`config.mk`:
```
export PLATFORM = sky130hd
export DESIGN_NAME = escaped_frame_encoder
export DESIGN_NICKNAME = d
export VERILOG_FILES = /design/src/hdl/efe_pkg.sv /design/src/hdl/efe_front.sv /design/src/hdl/efe_queue.sv /design/src/hdl/efe_back.sv /design/src/hdl/escaped_frame_encoder.sv
export SDC_FILE = /design/constraint.sdc
export NUM_CORES = 1
export LEC_CHECK = 0
export BUFFER_PORTS_ARGS = -buffer_cell sky130_fd_sc_hd__buf_2
export CAP_MARGIN = 30
export CORE_MARGIN = 2
export CORE_UTILIZATION = 30
export CTS_CLUSTER_SIZE = 40
export DETAILED_ROUTE_END_ITERATION = 8
export HOLD_SLACK_MARGIN = 0.06
export PLACE_DENSITY = 0.55
export SYNTH_ARGS = -nofsm -noshare
export SYNTH_HDL_FRONTEND = slang
export SYNTH_SLANG_ARGS = --single-unit
```
`constraint.sdc`:
```
create_clock -name i_clk -period 5 [get_ports i_clk]
set_clock_uncertainty 0.05 [all_clocks]
set_input_delay 1 -clock i_clk [delete_from_list [all_inputs] [get_ports i_clk]]
set_output_delay 1 -clock i_clk [all_outputs]
set_load 0.01 [all_outputs]
```
`src/hdl/efe_pkg.sv`:
```
// Shared types and constants for the escaped frame encoder.
// Used by efe_front, efe_queue, efe_back and escaped_frame_encoder; no dependencies.

package efe_pkg;

    localparam int unsigned BYTE_W      = 8;
    localparam int unsigned SUM_W       = 16;
    localparam int unsigned QUEUE_DEPTH = 4;
    localparam int unsigned CFG_ADDR_W  = 5;
    localparam int unsigned CFG_DATA_W  = 32;

    // register indexes on the configuration port
    localparam logic [2:0] REG_START   = 3'd0;
    localparam logic [2:0] REG_END     = 3'd1;
    localparam logic [2:0] REG_ESCAPE  = 3'd2;
    localparam logic [2:0] REG_COMMAND = 3'd3;
    localparam logic [2:0] REG_ERROR   = 3'd4;

    // reset values of the registers
    localparam logic [BYTE_W-1:0] RST_START   = 8'hF0;
    localparam logic [BYTE_W-1:0] RST_END     = 8'hF1;
    localparam logic [BYTE_W-1:0] RST_ESCAPE  = 8'hF2;
    localparam logic [BYTE_W-1:0] RST_COMMAND = 8'h02;
    localparam logic [BYTE_W-1:0] RST_ERROR   = 8'h00;

    typedef struct packed {
        logic [BYTE_W-1:0] start_byte;
        logic [BYTE_W-1:0] end_byte;
        logic [BYTE_W-1:0] escape_byte;
        logic [BYTE_W-1:0] command_byte;
        logic [BYTE_W-1:0] error_byte;
    } t_cfg;

    // one classified beat handed from front to back
    typedef struct packed {
        logic [BYTE_W-1:0] data;
        logic              first;
        logic              last;
        logic [BYTE_W-1:0] seq;
        logic [SUM_W-1:0]  sum;
    } t_job;

    typedef struct packed {
        logic full;
        logic empty;
    } t_q_stat;

endpackage

```
`src/hdl/efe_front.sv`:
```
// Front end: accepts input beats, keeps sequence number and running sum, builds jobs.
// Depends on efe_pkg.

module efe_front (
    input  logic                          i_clk,
    input  logic                          i_rst_n,
    input  efe_pkg::t_cfg                 i_cfg,
    input  logic                          i_in_valid,
    output logic                          o_in_ready,
    input  logic [efe_pkg::BYTE_W-1:0]    i_data_byte,
    input  logic                          i_first_byte,
    input  logic                          i_last_byte,
    input  efe_pkg::t_q_stat              i_q_stat,
    output logic                          o_push,
    output efe_pkg::t_job                 o_job
);

    logic [efe_pkg::BYTE_W-1:0] r_seq, n_seq;
    logic [efe_pkg::SUM_W-1:0]  r_sum, n_sum;
    logic [efe_pkg::SUM_W-1:0]  w_base;

    assign o_in_ready = !i_q_stat.full;
    assign o_push     = i_in_valid && o_in_ready;

    // restart the sum from the header bytes on a new frame
    assign w_base = i_first_byte
        ? (efe_pkg::SUM_W'(i_cfg.command_byte) + efe_pkg::SUM_W'(i_cfg.error_byte))
        : r_sum;

    always_comb begin
        n_sum = r_sum;
        n_seq = r_seq;
        if (o_push) begin
            n_sum = w_base + efe_pkg::SUM_W'(i_data_byte);
            if (i_first_byte) begin
                n_seq = r_seq + 1'b1;
            end
        end
    end

    always_comb begin
        o_job.data  = i_data_byte;
        o_job.first = i_first_byte;
        o_job.last  = i_last_byte && !i_first_byte;
        o_job.seq   = r_seq;
        o_job.sum   = n_sum;
    end

    always_ff @(posedge i_clk) begin
        if (!i_rst_n) begin
            r_seq <= '0;
            r_sum <= '0;
        end else begin
            r_seq <= n_seq;
            r_sum <= n_sum;
        end
    end

endmodule

```
`src/hdl/efe_queue.sv`:
```
// Short job queue between front and back, register based.
// Depends on efe_pkg.

module efe_queue #(
    parameter int unsigned Depth = efe_pkg::QUEUE_DEPTH
) (
    input  logic             i_clk,
    input  logic             i_rst_n,
    input  logic             i_push,
    input  efe_pkg::t_job    i_job,
    input  logic             i_pop,
    output efe_pkg::t_job    o_job,
    output efe_pkg::t_q_stat o_stat
);

    localparam int unsigned PtrW = (Depth > 1) ? $clog2(Depth) : 1;
    localparam int unsigned CntW = $clog2(Depth + 1);
    localparam logic [PtrW-1:0] LastPtr = PtrW'(Depth - 1);
    localparam logic [CntW-1:0] FullCnt = CntW'(Depth);

    efe_pkg::t_job   r_mem [Depth];
    logic [PtrW-1:0] r_wr_ptr, r_rd_ptr;
    logic [CntW-1:0] r_count;
    logic            w_push, w_pop;

    assign o_stat.full  = (r_count == FullCnt);
    assign o_stat.empty = (r_count == '0);
    assign w_push = i_push && !o_stat.full;
    assign w_pop  = i_pop && !o_stat.empty;
    assign o_job  = r_mem[r_rd_ptr];

    always_ff @(posedge i_clk) begin
        if (w_push) begin
            r_mem[r_wr_ptr] <= i_job;
        end
    end

    always_ff @(posedge i_clk) begin
        if (!i_rst_n) begin
            r_wr_ptr <= '0;
            r_rd_ptr <= '0;
            r_count  <= '0;
        end else begin
            if (w_push) begin
                r_wr_ptr <= (r_wr_ptr == LastPtr) ? '0 : r_wr_ptr + 1'b1;
            end
            if (w_pop) begin
                r_rd_ptr <= (r_rd_ptr == LastPtr) ? '0 : r_rd_ptr + 1'b1;
            end
            if (w_push && !w_pop) begin
                r_count <= r_count + 1'b1;
            end else if (w_pop && !w_push) begin
                r_count <= r_count - 1'b1;
            end
        end
    end

endmodule

```
`src/hdl/efe_back.sv`:
```
// Back end: walks each job through a header on a first beat, escaped payload, and sum and end byte on a closing beat.
// Depends on efe_pkg; output register decouples the sequencer from the sink.

module efe_back (
    input  logic                       i_clk,
    input  logic                       i_rst_n,
    input  efe_pkg::t_cfg              i_cfg,
    input  efe_pkg::t_job              i_job,
    input  efe_pkg::t_q_stat           i_q_stat,
    output logic                       o_pop,
    output logic                       o_out_valid,
    input  logic                       i_out_ready,
    output logic [efe_pkg::BYTE_W-1:0] o_out_byte,
    output logic                       o_run_end,
    output logic                       o_frame_end
);

    typedef enum logic [3:0] {
        ST_BEGIN, ST_START, ST_CMD, ST_ERR, ST_SEQ,
        ST_DATA, ST_DATA_X, ST_HI, ST_HI_X, ST_LO, ST_LO_X, ST_END
    } t_state;

    t_state                     r_state, n_state;
    t_state                     w_cur;
    logic                       r_out_valid;
    logic [efe_pkg::BYTE_W-1:0] r_out_byte, n_out_byte;
    logic                       r_run_end, n_run_end;
    logic                       r_frame_end, n_frame_end;
    logic                       w_adv, w_done;
    logic [efe_pkg::BYTE_W-1:0] w_hi, w_lo, w_sel;
    logic                       w_esc;

    assign w_adv = !i_q_stat.empty && (!r_out_valid || i_out_ready);
    assign w_cur = (r_state == ST_BEGIN) ? (i_job.first ? ST_START : ST_DATA) : r_state;
    assign w_hi  = i_job.sum[efe_pkg::SUM_W-1:efe_pkg::BYTE_W];
    assign w_lo  = i_job.sum[efe_pkg::BYTE_W-1:0];

    // byte under the escape check in the current step
    always_comb begin
        unique case (w_cur)
            ST_HI, ST_HI_X: w_sel = w_hi;
            ST_LO, ST_LO_X: w_sel = w_lo;
            default:        w_sel = i_job.data;
        endcase
    end

    assign w_esc = (w_sel == i_cfg.start_byte) || (w_sel == i_cfg.end_byte)
                || (w_sel == i_cfg.escape_byte);

    always_comb begin
        n_state     = w_cur;
        n_out_byte  = w_sel;
        n_frame_end = 1'b0;
        w_done      = 1'b0;
        unique case (w_cur)
            ST_START: begin
                n_out_byte = i_cfg.start_byte;
                n_state    = ST_CMD;
            end
            ST_CMD: begin
                n_out_byte = i_cfg.command_byte;
                n_state    = ST_ERR;
            end
            ST_ERR: begin
                n_out_byte = i_cfg.error_byte;
                n_state    = ST_SEQ;
            end
            ST_SEQ: begin
                n_out_byte = i_job.seq;
                n_state    = ST_DATA;
            end
            ST_DATA: begin
                if (w_esc) begin
                    n_out_byte = i_cfg.escape_byte;
                    n_state    = ST_DATA_X;
                end else begin
                    n_state = ST_HI;
                    w_done  = !i_job.last;
                end
            end
            ST_DATA_X: begin
                n_out_byte = w_sel ^ i_cfg.escape_byte;
                n_state    = ST_HI;
                w_done     = !i_job.last;
            end
            ST_HI: begin
                if (w_esc) begin
                    n_out_byte = i_cfg.escape_byte;
                    n_state    = ST_HI_X;
                end else begin
                    n_state = ST_LO;
                end
            end
            ST_HI_X: begin
                n_out_byte = w_sel ^ i_cfg.escape_byte;
                n_state    = ST_LO;
            end
            ST_LO: begin
                if (w_esc) begin
                    n_out_byte = i_cfg.escape_byte;
                    n_state    = ST_LO_X;
                end else begin
                    n_state = ST_END;
                end
            end
            ST_LO_X: begin
                n_out_byte = w_sel ^ i_cfg.escape_byte;
                n_state    = ST_END;
            end
            ST_END: begin
                n_out_byte  = i_cfg.end_byte;
                n_frame_end = 1'b1;
                w_done      = 1'b1;
            end
            default: begin
                n_state = ST_DATA;
            end
        endcase
        if (w_done) begin
            n_state = ST_BEGIN;
        end
        n_run_end = w_done;
    end

    assign o_pop       = w_adv && w_done;
    assign o_out_valid = r_out_valid;
    assign o_out_byte  = r_out_byte;
    assign o_run_end   = r_run_end;
    assign o_frame_end = r_frame_end;

    always_ff @(posedge i_clk) begin
        if (!i_rst_n) begin
            r_state     <= ST_BEGIN;
            r_out_valid <= 1'b0;
            r_out_byte  <= '0;
            r_run_end   <= 1'b0;
            r_frame_end <= 1'b0;
        end else begin
            if (w_adv) begin
                r_state     <= n_state;
                r_out_valid <= 1'b1;
                r_out_byte  <= n_out_byte;
                r_run_end   <= n_run_end;
                r_frame_end <= n_frame_end;
            end else if (i_out_ready) begin
                r_out_valid <= 1'b0;
            end
        end
    end

endmodule

```
`src/hdl/escaped_frame_encoder.sv`:
```
// Top level of the escaped frame encoder: register file, front, queue and back.
// Depends on efe_pkg, efe_front, efe_queue and efe_back.
//
//  channel   direction  handshake                  payload
//  --------  ---------  -------------------------  ----------------------------------
//  in        sink       i_in_valid / o_in_ready    i_data_byte, i_first_byte, i_last_byte
//  out       source     o_out_valid / i_out_ready  o_out_byte, o_run_end, o_frame_end
//  cfg       APB slave  psel, penable, pwrite      paddr, pwdata, prdata (pready tied high)
//
// Each input beat yields one to seven output beats, one per cycle while the sink takes
// them: a plain mid-frame byte yields one, a header with an escaped byte six, and
// an escaped last byte followed by an escaped sum and the end byte seven.
// The front end takes a beat whenever the job queue has room; hold the input only
// when the queue is full behind a stalled sink. Synchronous active-low reset clears
// sequence number, sum, queue and sequencer; write registers only while idle.

module escaped_frame_encoder #(
    parameter int unsigned QueueDepth = efe_pkg::QUEUE_DEPTH
) (
    input  logic                           i_clk,
    input  logic                           i_rst_n,
    input  logic                           i_in_valid,
    output logic                           o_in_ready,
    input  logic [efe_pkg::BYTE_W-1:0]     i_data_byte,
    input  logic                           i_first_byte,
    input  logic                           i_last_byte,
    output logic                           o_out_valid,
    input  logic                           i_out_ready,
    output logic [efe_pkg::BYTE_W-1:0]     o_out_byte,
    output logic                           o_run_end,
    output logic                           o_frame_end,
    input  logic                           psel,
    input  logic                           penable,
    input  logic                           pwrite,
    input  logic [efe_pkg::CFG_ADDR_W-1:0] paddr,
    input  logic [efe_pkg::CFG_DATA_W-1:0] pwdata,
    output logic [efe_pkg::CFG_DATA_W-1:0] prdata,
    output logic                           pready
);

    efe_pkg::t_cfg    r_cfg;
    efe_pkg::t_job    w_push_job, w_head_job;
    efe_pkg::t_q_stat w_q_stat;
    logic             w_push, w_pop;
    logic [2:0]       w_reg_idx;
    logic             w_cfg_wr;
    logic [efe_pkg::BYTE_W-1:0] w_rd_byte;

    // ---------------------------------------------------------------
    // Configuration registers: word addressed, write on the access phase
    // ---------------------------------------------------------------
    assign pready    = 1'b1;
    assign w_reg_idx = paddr[efe_pkg::CFG_ADDR_W-1:2];
    assign w_cfg_wr  = psel && penable && pwrite && pready;

    always_ff @(posedge i_clk) begin
        if (!i_rst_n) begin
            r_cfg.start_byte   <= efe_pkg::RST_START;
            r_cfg.end_byte     <= efe_pkg::RST_END;
            r_cfg.escape_byte  <= efe_pkg::RST_ESCAPE;
            r_cfg.command_byte <= efe_pkg::RST_COMMAND;
            r_cfg.error_byte   <= efe_pkg::RST_ERROR;
        end else if (w_cfg_wr) begin
            // drop writes to addresses beyond the register list
            unique case (w_reg_idx)
                efe_pkg::REG_START:   r_cfg.start_byte   <= pwdata[efe_pkg::BYTE_W-1:0];
                efe_pkg::REG_END:     r_cfg.end_byte     <= pwdata[efe_pkg::BYTE_W-1:0];
                efe_pkg::REG_ESCAPE:  r_cfg.escape_byte  <= pwdata[efe_pkg::BYTE_W-1:0];
                efe_pkg::REG_COMMAND: r_cfg.command_byte <= pwdata[efe_pkg::BYTE_W-1:0];
                efe_pkg::REG_ERROR:   r_cfg.error_byte   <= pwdata[efe_pkg::BYTE_W-1:0];
                default: begin
                end
            endcase
        end
    end

    always_comb begin
        unique case (w_reg_idx)
            efe_pkg::REG_START:   w_rd_byte = r_cfg.start_byte;
            efe_pkg::REG_END:     w_rd_byte = r_cfg.end_byte;
            efe_pkg::REG_ESCAPE:  w_rd_byte = r_cfg.escape_byte;
            efe_pkg::REG_COMMAND: w_rd_byte = r_cfg.command_byte;
            efe_pkg::REG_ERROR:   w_rd_byte = r_cfg.error_byte;
            default:              w_rd_byte = '0;
        endcase
    end

    assign prdata = efe_pkg::CFG_DATA_W'(w_rd_byte);

    // ---------------------------------------------------------------
    // Front end: classify the beat, advance sequence number and sum
    // ---------------------------------------------------------------
    efe_front u_front (
        .i_clk        (i_clk),
        .i_rst_n      (i_rst_n),
        .i_cfg        (r_cfg),
        .i_in_valid   (i_in_valid),
        .o_in_ready   (o_in_ready),
        .i_data_byte  (i_data_byte),
        .i_first_byte (i_first_byte),
        .i_last_byte  (i_last_byte),
        .i_q_stat     (w_q_stat),
        .o_push       (w_push),
        .o_job        (w_push_job)
    );

    // ---------------------------------------------------------------
    // Job queue: absorbs header and trailer bursts
    // ---------------------------------------------------------------
    efe_queue #(
        .Depth (QueueDepth)
    ) u_queue (
        .i_clk   (i_clk),
        .i_rst_n (i_rst_n),
        .i_push  (w_push),
        .i_job   (w_push_job),
        .i_pop   (w_pop),
        .o_job   (w_head_job),
        .o_stat  (w_q_stat)
    );

    // ---------------------------------------------------------------
    // Back end: emit header, stuffed payload, sum and end byte
    // ---------------------------------------------------------------
    efe_back u_back (
        .i_clk       (i_clk),
        .i_rst_n     (i_rst_n),
        .i_cfg       (r_cfg),
        .i_job       (w_head_job),
        .i_q_stat    (w_q_stat),
        .o_pop       (w_pop),
        .o_out_valid (o_out_valid),
        .i_out_ready (i_out_ready),
        .o_out_byte  (o_out_byte),
        .o_run_end   (o_run_end),
        .o_frame_end (o_frame_end)
    );

`ifndef SYNTH
    // the closing end byte is always the final beat of its input
    a_frame_end_runs_out: assert property (@(posedge i_clk) disable iff (!i_rst_n)
        o_out_valid && o_frame_end |-> o_run_end)
        else $error("frame end without run end");

    // queue cannot be full and empty at once
    a_queue_stat: assert property (@(posedge i_clk) disable iff (!i_rst_n)
        !(w_q_stat.full && w_q_stat.empty))
        else $error("queue status inconsistent");

    // front stalls exactly when the queue is full
    a_front_stall: assert property (@(posedge i_clk) disable iff (!i_rst_n)
        o_in_ready == !w_q_stat.full)
        else $error("input ready does not follow queue space");

    // a job leaves the queue only when the back end loads its final beat
    a_pop_loads_end: assert property (@(posedge i_clk) disable iff (!i_rst_n)
        w_pop |=> o_out_valid && o_run_end)
        else $error("job popped without a final beat");
`endif

endmodule

```
==> flow_summary.toml <==
[critical_path]
arrival_ns = 4.90
start_kind = "flop"
timing.reg2reg.worst_path_depth = 16
r2r-start = "u_back.r_state[0]"
crit_slowest_cell = "o211ai_2"
slowest_delay_ns = 0.60
crit_type = "flop to flop"
worstReg2RegEnd = "u_queue.r_count[2]"
end_kind = "flop"
crit_required_ns = 5.42
r2r_slack_ns = 0.52
path_max_fanout = 9
cp_cell_sequence = "nor4b_4, buf_4, a211o_1, o211ai_2, xor2_1, nor4_4, nand2_4, a41oi_4, nor2_2, inv_1, ha_1, inv_1, fa_1, xor2_1, or3_1, a21oi_1"

[synthesis]
ys_ff_latch = 224
avgSynthCellArea_um2 = 11.8
synth_top_area_frac = 0.368
yosysTopAreaCell = "edfxtp_1"
synth_flop_cell = "edfxtp_1"
yosysWarnings = 0
synth-seq-area-share = 0.526
synth_edf_count = 136
syn-cell-area_mm2 = 0.0111
netlist-cell-type-count = 67
syn_inst = 938
async_flop_share = 0
synth_area_leaders = "edfxtp_1 (37%), dfxtp_1 (16%), mux4_2 (7.1%)"

[floorplan]
chipHeight_um = 196
dieArea_mm2 = 0.0386
ios = 99
core_mm2 = 0.0365
start_util = 0.304
num_rows = 70
die_w_um = 196

[status]
status = "complete, no violations"

[global_routing]
grt_usage = 0.142
grt_max_degree = 40
grt_pass1_wl_mm = 42.6
grt_antenna_before_repair = 0
grt_pass1_vias = 7182
grt_overflow = 0

[sta]
finalSetupViolCount = 0
post-route-period-util = 0.896
setup_slack_ns = 0.518
tightest_slew_ns = 0.955
grt_setup_unrepaired = "no"
slew_headroom = 0.363
slew_violations = 0
hold_viol = 0
period_needed_ns = 4.48
setup_tns_ns = 0
fmax_mhz = 223

[placement]
dp.cells = 1426
gp_congestion = 0.857
postPlaceCellArea_mm2 = 0.0119
io_buffers = 47
dp_hpwl_mm = 19.2
pre_cts_slack_ns = 0.525

[cts]
clockBufferDepth = 3
cts_sinks = 224
cts_tree = "done"
cts_root_buf = "clkbuf_16"
cts_max_level = 1
insertion_delay_ns = 0.54
cts_inserted_buffers = 25
cts-resized-gates = 0
clk_pin_slew_ns = 0.06
hold_buffers = 0
cts_setup_buffers = 0

[cells_and_area]
drive_gt1_frac = 0.196
design_area_mm2 = 0.0127
fin_cells = 1472
final_cell_mix = "edfxtp_1 (136), nand2_1 (91), dfxtp_1 (87)"
num_antenna_cells = 0
layout.nets = 1066
final_common_cell = "edfxtp_1"
area_growth_pct = 14.6

[worst_hold_path]
hold_class = "flop to flop"
worstHoldEndpoint = "u_back.o_frame_end"
whs_path_depth = 2
min-delay-start = "u_back.o_frame_end"

[routing]
finalWirelength_mm = 27.4
drc = 0
drt_pass1_iterations = 5
ant_nets = 0
drtIter0Drc = 479
vias = 7384
via_per_inst = 5.02
routedWlPerCell_um = 18.6

[pwr]
total_power_mw = 5.60
power.density_mw_per_mm2 = 440
peakVddDrop_mv = 0.249
leakage_nw = 4.67

[flow_run]
cap_violations = 0
==> power by group <==
part / switching (mW) / total (mW) / internal, mW / leakage, nW
Clock: 0.748 / 1.89 / 1.14 / 0.416
Combinational: 0.868 / 1.45 / 0.585 / 2.27
Sequential: 0.0831 / 2.26 / 2.17 / 1.98
==> synthesized netlist by cell type, drive strengths merged, types with 8 or more instances <==
| library cell | count |
|---|---|
| edfxtp | 136 |
| nand2 | 92 |
| dfxtp | 88 |
| nor2 | 65 |
| a21oi | 55 |
| buf | 40 |
| clkbuf | 36 |
| o21ai | 36 |
| xor2 | 36 |
| mux4 | 35 |
| mux2i | 34 |
| inv | 30 |
| ha | 23 |
| nand3 | 22 |
| mux2 | 20 |
| a22o | 15 |
| a22oi | 15 |
| xnor2 | 15 |
| o211ai | 13 |
| and2 | 11 |
| a21o | 9 |
| nor4 | 9 |
| a221oi | 8 |
| o22ai | 8 |
==> metal layers <==
layer / GRT usage / share of wire
met4: 0.0368 / 0.019
met1: 0.195 / 0.46
met3: 0.0224 / 0.043
met5: 0 / 0
met2: 0.234 / 0.47
==> logic make-up (layout without fill, tap and decap cells) <==
group,after synthesis,after routing,synth area share
AOI/OAI and AO/OA,200,200,0.126
xor gates and xnor gates,51,51,0.0409
adders and majority gates,26,26,0.0313
buffers and inverters,107,150,0.0487
DFF,224,224,0.526
muxes,89,89,0.122
other,2,25,0.000676
and+or+nand+nor,239,239,0.104
==> stage by stage <==
stage	hold slack (ns)	util
after detailed placement	0.397	0.325
after global routing	0.429	0.349
after floorplan	0.404	-
final	0.404	0.349
after global placement	0.391	0.323
after CTS	0.406	0.348
==> critical path: cells and delay by family, from the launching register on <==
| family | cells | cell delay, ns |
|---|---|---|
| AND/OR/NAND/NOR | 5 | 1.01 |
| flip-flops | 1 | 0.48 |
| adder cells (fa/ha/maj) | 2 | 0.58 |
| buffers and inverters | 3 | 0.42 |
| AO/OA/AOI/OAI | 4 | 1.52 |
| XOR/XNOR | 2 | 0.34 |
==> how the worst max path moves through the flow <==
stage | startpoint | to | slack [ns] | cells after the start
final | u_back.r_state[0] | u_queue.r_count[2] | 0.52 | 16
after global placement | u_back.r_state[0] | u_queue.r_count[2] | 0.60 | 16
after floorplan | i_first_byte | u_queue.r_mem[0][8] | 1.05 | 12
after CTS | u_back.r_state[0] | u_queue.r_count[2] | 0.50 | 16
after detailed placement | u_back.r_state[0] | u_queue.r_count[2] | 0.53 | 16
after global routing | u_back.r_state[0] | u_queue.r_count[2] | 0.25 | 16
==> area by class of cell <==
type | instances | area (µm²)
clock inverters | 11 | 150
multi-input cells | 630 | 4820
repair buffers | 74 | 513
fillers | 3591 | 23800
well taps | 468 | 586
inverters | 31 | 116
flip-flops and latches | 224 | 5850
clock buffers | 34 | 699
==> flip-flops by register name, summed over array words and instances (netlist names), named ones only <==
signal and count:
r_cfg 40, u_back.o_frame_end 1, u_back.o_out_byte 8, u_back.o_out_valid 1, u_back.o_run_end 1, u_back.r_state 4
u_front.r_seq 8, u_front.r_sum 16, u_queue.r_count 3, u_queue.r_mem 136, u_queue.r_rd_ptr 2, u_queue.r_wr_ptr 2
Power figures use the tool's default switching activity.
